$ cat src/sv/utf8_char_indexed_string_pool_core_assert.svh
// Assertion macros shared by the string pool RTL.
`ifndef UTF8_CHAR_INDEXED_STRING_POOL_CORE_ASSERT_SVH
`define UTF8_CHAR_INDEXED_STRING_POOL_CORE_ASSERT_SVH

// Same-cycle implication.
`define UCISP_ASSERT_IMP(label, clk, rstn, ante, cons) \
    label: assert property (@(posedge clk) disable iff (!(rstn)) (ante) |-> (cons)) \
        else $error("ucisp: same-cycle check failed");

// Next-cycle implication.
`define UCISP_ASSERT_NXT(label, clk, rstn, ante, cons) \
    label: assert property (@(posedge clk) disable iff (!(rstn)) (ante) |=> (cons)) \
        else $error("ucisp: next-cycle check failed");

`endif

$ cat src/sv/ucisp_ram.sv
`default_nettype none

module ucisp_ram #(
    parameter int WIDTH = 8,
    parameter int DEPTH = 16
) (
    input  wire logic                     clk,
    input  wire logic                     wr_en,
    input  wire logic [$clog2(DEPTH)-1:0] wr_addr,
    input  wire logic [WIDTH-1:0]         wr_data,
    input  wire logic [$clog2(DEPTH)-1:0] rd_addr,
    output logic      [WIDTH-1:0]         rd_data
);

    logic [WIDTH-1:0] mem_reg [DEPTH];
    logic [WIDTH-1:0] rd_data_reg;

    always_ff @(posedge clk) begin
        if (wr_en) begin
            mem_reg[wr_addr] <= wr_data;
        end
        rd_data_reg <= mem_reg[rd_addr];
    end

    assign rd_data = rd_data_reg;

endmodule

`default_nettype wire

$ cat config.mk
export PLATFORM = sky130hd
export DESIGN_NAME = ucisp_ram
export DESIGN_NICKNAME = d
export VERILOG_FILES = /design/src/sv/utf8_char_indexed_string_pool_core_assert.svh /design/src/sv/ucisp_ram.sv
export SDC_FILE = /design/constraint.sdc
export NUM_CORES = 1
export LEC_CHECK = 0
export BUFFER_PORTS_ARGS = -buffer_cell sky130_fd_sc_hd__buf_2
export CELL_PAD_IN_SITES_DETAIL_PLACEMENT = 0
export CELL_PAD_IN_SITES_GLOBAL_PLACEMENT = 1
export CORE_ASPECT_RATIO = 1.2
export CORE_UTILIZATION = 53
export DETAILED_ROUTE_END_ITERATION = 6
export GPL_TIMING_DRIVEN = 0
export PLACE_DENSITY_LB_ADDON = 0.1
export SLEW_MARGIN = 20
export SYNTH_ARGS = -nofsm -noshare
export SYNTH_HDL_FRONTEND = slang
export SYNTH_SLANG_ARGS = --single-unit
export TNS_END_PERCENT = 30
$ cat constraint.sdc
create_clock -name clk -period 2.1 [get_ports clk]
set_input_delay 0.315 -clock clk [delete_from_list [all_inputs] [get_ports clk]]
set_output_delay 0.315 -clock clk [all_outputs]
set_load 0.005 [all_outputs]
; Word level (Yosys, flattened, before mapping)
; Memory sizes are Yosys's and may differ from the RTL's. A register that Yosys moved wholly into a read port is not among the register bits.
; Cells that the tools add are included.
[op_classes]
n_mux = 2
[ops]
columns = cell, n
row1 = $mux W1, 2
[word_totals]
in_bits = 18
n_memories = 1
ram_bits = 128
ff_bits = 0
word_cells = 3
[mem_list]
columns = name, depth, width, read_ports, rd_ports_with_merged_regs, wr, line_no
row1 = mem_reg, 16, 8, 1, 1, 1, ucisp_ram.sv:15  ; logic [WIDTH-1:0] mem_reg [DEPTH];

; Logic depth before layout (Yosys ltp)
[logic_depth]
ltp_word = 2
ltp_mapped = 5
ltp_nobuf = 3

; Worst setup path before layout
; OpenSTA, ideal clock, no wires.
[synth_timing]
kind = input-to-reg
from = input port wr_addr[2]
to = memory mem_reg[0][0] (enable)
arrival_time_ps = 1425
path_buffers = 0
stages = 2
required_time_ps = 1717
setup_slack_ps = 292
setup_ps = 383
cell_sequence = or3b_2 > nor3_1
[synth_lines]
columns = item, line_no
row1 = from (decl), ucisp_ram.sv:9  ; input wire logic [$clog2(DEPTH)-1:0] wr_addr,
row2 = to (decl), ucisp_ram.sv:15
; No word-level cell before the write port.

; Worst setup path after layout
[layout_timing]
from = input port wr_addr[2]
to = memory mem_reg[2][6] (enable)
; No word-level cell before the write port.

==> impl_metrics.json <==
{
  "max_freq_mhz": 635,
  "setup_viol": 0,
  "dpl.hpwl_um": 6230,
  "cts_sinks": 136,
  "cts_max_level": 4,
  "instances_no_fill": 408,
  "io_pins": 26,
  "crit_path_end_kind": "flip-flop",
  "clockBufferDepth": 2,
  "area_delta_synth_final_pct": 16.8,
  "crit_type": "input port to flip-flop",
  "clk_pin_slew_ps": 50,
  "grt_pass1_wl_um": 13900,
  "timing.final.crit_share_pct": 74.9,
  "placed_cells": 376,
  "ys_seq_area_share_pct": 77.8,
  "core_um2": 9470,
  "fin_skew_ps": 6.67,
  "path_cells": "buf_2, or3b_2, nor2_1",
  "wl_per_cell_um": 23.7,
  "synth_seq_cells": 136,
  "cts_resized": 0,
  "rsz0062_at_grt": "no",
  "peakVddDrop_mv": 0.666,
  "syn-num-nets": 247,
  "p_per_area_nw_per_um2": 1030,
  "postCtsSetupRepairBufs": 0,
  "die_area_um2": 10100,
  "nFillCells": 685,
  "ys_types": 19,
  "largest_reg_flops": 128,
  "whs_ps": 309,
  "yosys.area.top_type_share_pct": 74.7,
  "insertion_delay_ps": 400,
  "grtUsageTotal_pct": 21.1,
  "min_from": "wr_data[6]",
  "yosysWarnings": 0,
  "drt-total-wl_um": 9680,
  "num_rows": 39,
  "fin_crit_ps": 1570,
  "numPortBuffers": 24,
  "worstHoldPathType": "input port to flip-flop",
  "cp_top_family": "simple AND/OR/NAND/NOR gates",
  "die_h_um": 110,
  "hold_violations": 0,
  "path_buf_inv": 1,
  "worstPathRequired_ps": 2130,
  "path_max_fanout": 8,
  "grt_max_degree": 17,
  "place_congestion": 0.802,
  "viasPerCell": 5.71,
  "fin_tns_setup_ps": 0,
  "r2r-start": "mem_reg[1][2]$_DFFE_PP_",
  "antenna_found_initial": 0,
  "drtIter0Drc": 169,
  "startpoint": "wr_addr[2]",
  "drv_slew": 0,
  "leakage_nw": 2.02,
  "syn_inst": 229,
  "ys_top_cells_by_area": "edfxtp_1 75%, mux4_2 7.9%, mux4_1 7.1%",
  "initial_core_util_pct": 54.4,
  "synth_top_cell_by_area": "edfxtp_1",
  "synth_area_um2": 5150,
  "cts_buffers": 17,
  "outcome": "finished clean",
  "num-nets-final": 290,
  "grt-ovfl-total": 0,
  "worstSetupStartpointType": "input port",
  "cts_hold_buf": 0,
  "relSlewSlack_pct": 45.2,
  "ant_nets": 0,
  "antennaDiodeCount": 0,
  "max_stage_delay_ps": 640,
  "die_w_um": 92.0,
  "syn_area_per_cell_um2": 22.5,
  "cp_slowest_cell": "nor2_1",
  "drt_pass1_iterations": 4,
  "arrival_ps": 1600,
  "drc_errors": 0,
  "maxCapViolations": 0,
  "grt_pass1_vias": 2326,
  "vias": 2330,
  "drive_gt1_share_pct": 29.1,
  "tightestPinTransition_ps": 820,
  "cts_root_buf": "clkbuf_16",
  "cts_tree": "yes"
}
report_power, final:
| part | switching (mW) | internal [mW] |
|---|---|---|
| registers | 0.0141 | 3.04 |
| clock network | 1.01 | 1.85 |
| logic | 0.167 | 0.120 |
synth_stat cells:
master / n
and2_1: 1
dfxtp_1: 8
a22oi_1: 16
buf_6: 3
edfxtp_1: 128
nand2b_1: 2
nand3b_1: 2
buf_4: 1
nor2_1: 13
nor3_1: 4
buf_2: 3
nor2b_1: 1
mux4_2: 18
nand2_1: 9
nand3_1: 1
and2b_1: 1
clkdlybuf4s25_2: 3
or3b_2: 1
mux4_1: 14
path summary, 6_finish.rpt:
kind                         endpoint  slack (ps)  cells after the start
max           mem_reg[2][6]$_DFFE_PP_         530                      3
min          mem_reg[15][6]$_DFFE_PP_         310                      1
max reg2reg        rd_data[2]$_DFF_P_         640                      3
min reg2reg        rd_data[1]$_DFF_P_         680                      3
per-stage QoR:
| stage | instance area (um2) | power [mW] | util, % | worst slack (ps) |
|---|---|---|---|---|
| 2_1_floorplan | 5150 | 3.26 | - | 292 |
| 6_report | 6010 | 6.19 | 63.5 | 526 |
| 3_3_place_gp | 5420 | 3.39 | 57.3 | -319 |
| 5_1_grt | 6010 | 6.36 | 63.5 | 468 |
| 3_5_place_dp | 5440 | 3.40 | 57.5 | 96.7 |
| 4_1_cts | 6010 | 6.22 | 63.5 | 501 |
worst reg2reg max path: stages (launching register included):
cell and delay (ps):
edfxtp_1 340, mux4_1 540, a22oi_1 360, nand2_1 90
layer usage:
metal,up-vias,routed length [um],track usage (%)
li1,1060,-,-
met1,1205,4220,27.3
met2,59,5000,34.6
met3,6,392,6.64
met4,0,73,6.36
met5,-,0,0
cell type report:
class | instances | area (um2) | area share, %
Clock buffer | 21 | 440 | 7.33
Timing Repair Buffer | 24 | 120 | 2.00
Sequential cell | 136 | 4000 | 66.6
Buffer | 10 | 86.3 | 1.44
Tap cell | 123 | 154 | 2.56
Multi-Input combinational cell | 83 | 1080 | 17.9
Clock inverter | 11 | 130 | 2.16
logic make-up after synthesis:
| family | share of synthesized area (%) |
|---|---|
| mux | 15.0 |
| flops | 77.8 |
| compound gates | 2.33 |
| simple gates | 3.18 |
| buf+inv | 1.68 |
layout by cell type (no fill, tap or decap), drive strengths merged, types with 3 or more instances in the layout:
cell type and instances:
a22oi 16, clkbuf 21, clkinv 7, nand2 9
nor2 13, clkdlybuf4s25 3, dfxtp 8, edfxtp 128
bufinv 3, nor3 4, mux4 32, buf 31
No activity file was read; power rests on OpenSTA's default activity.
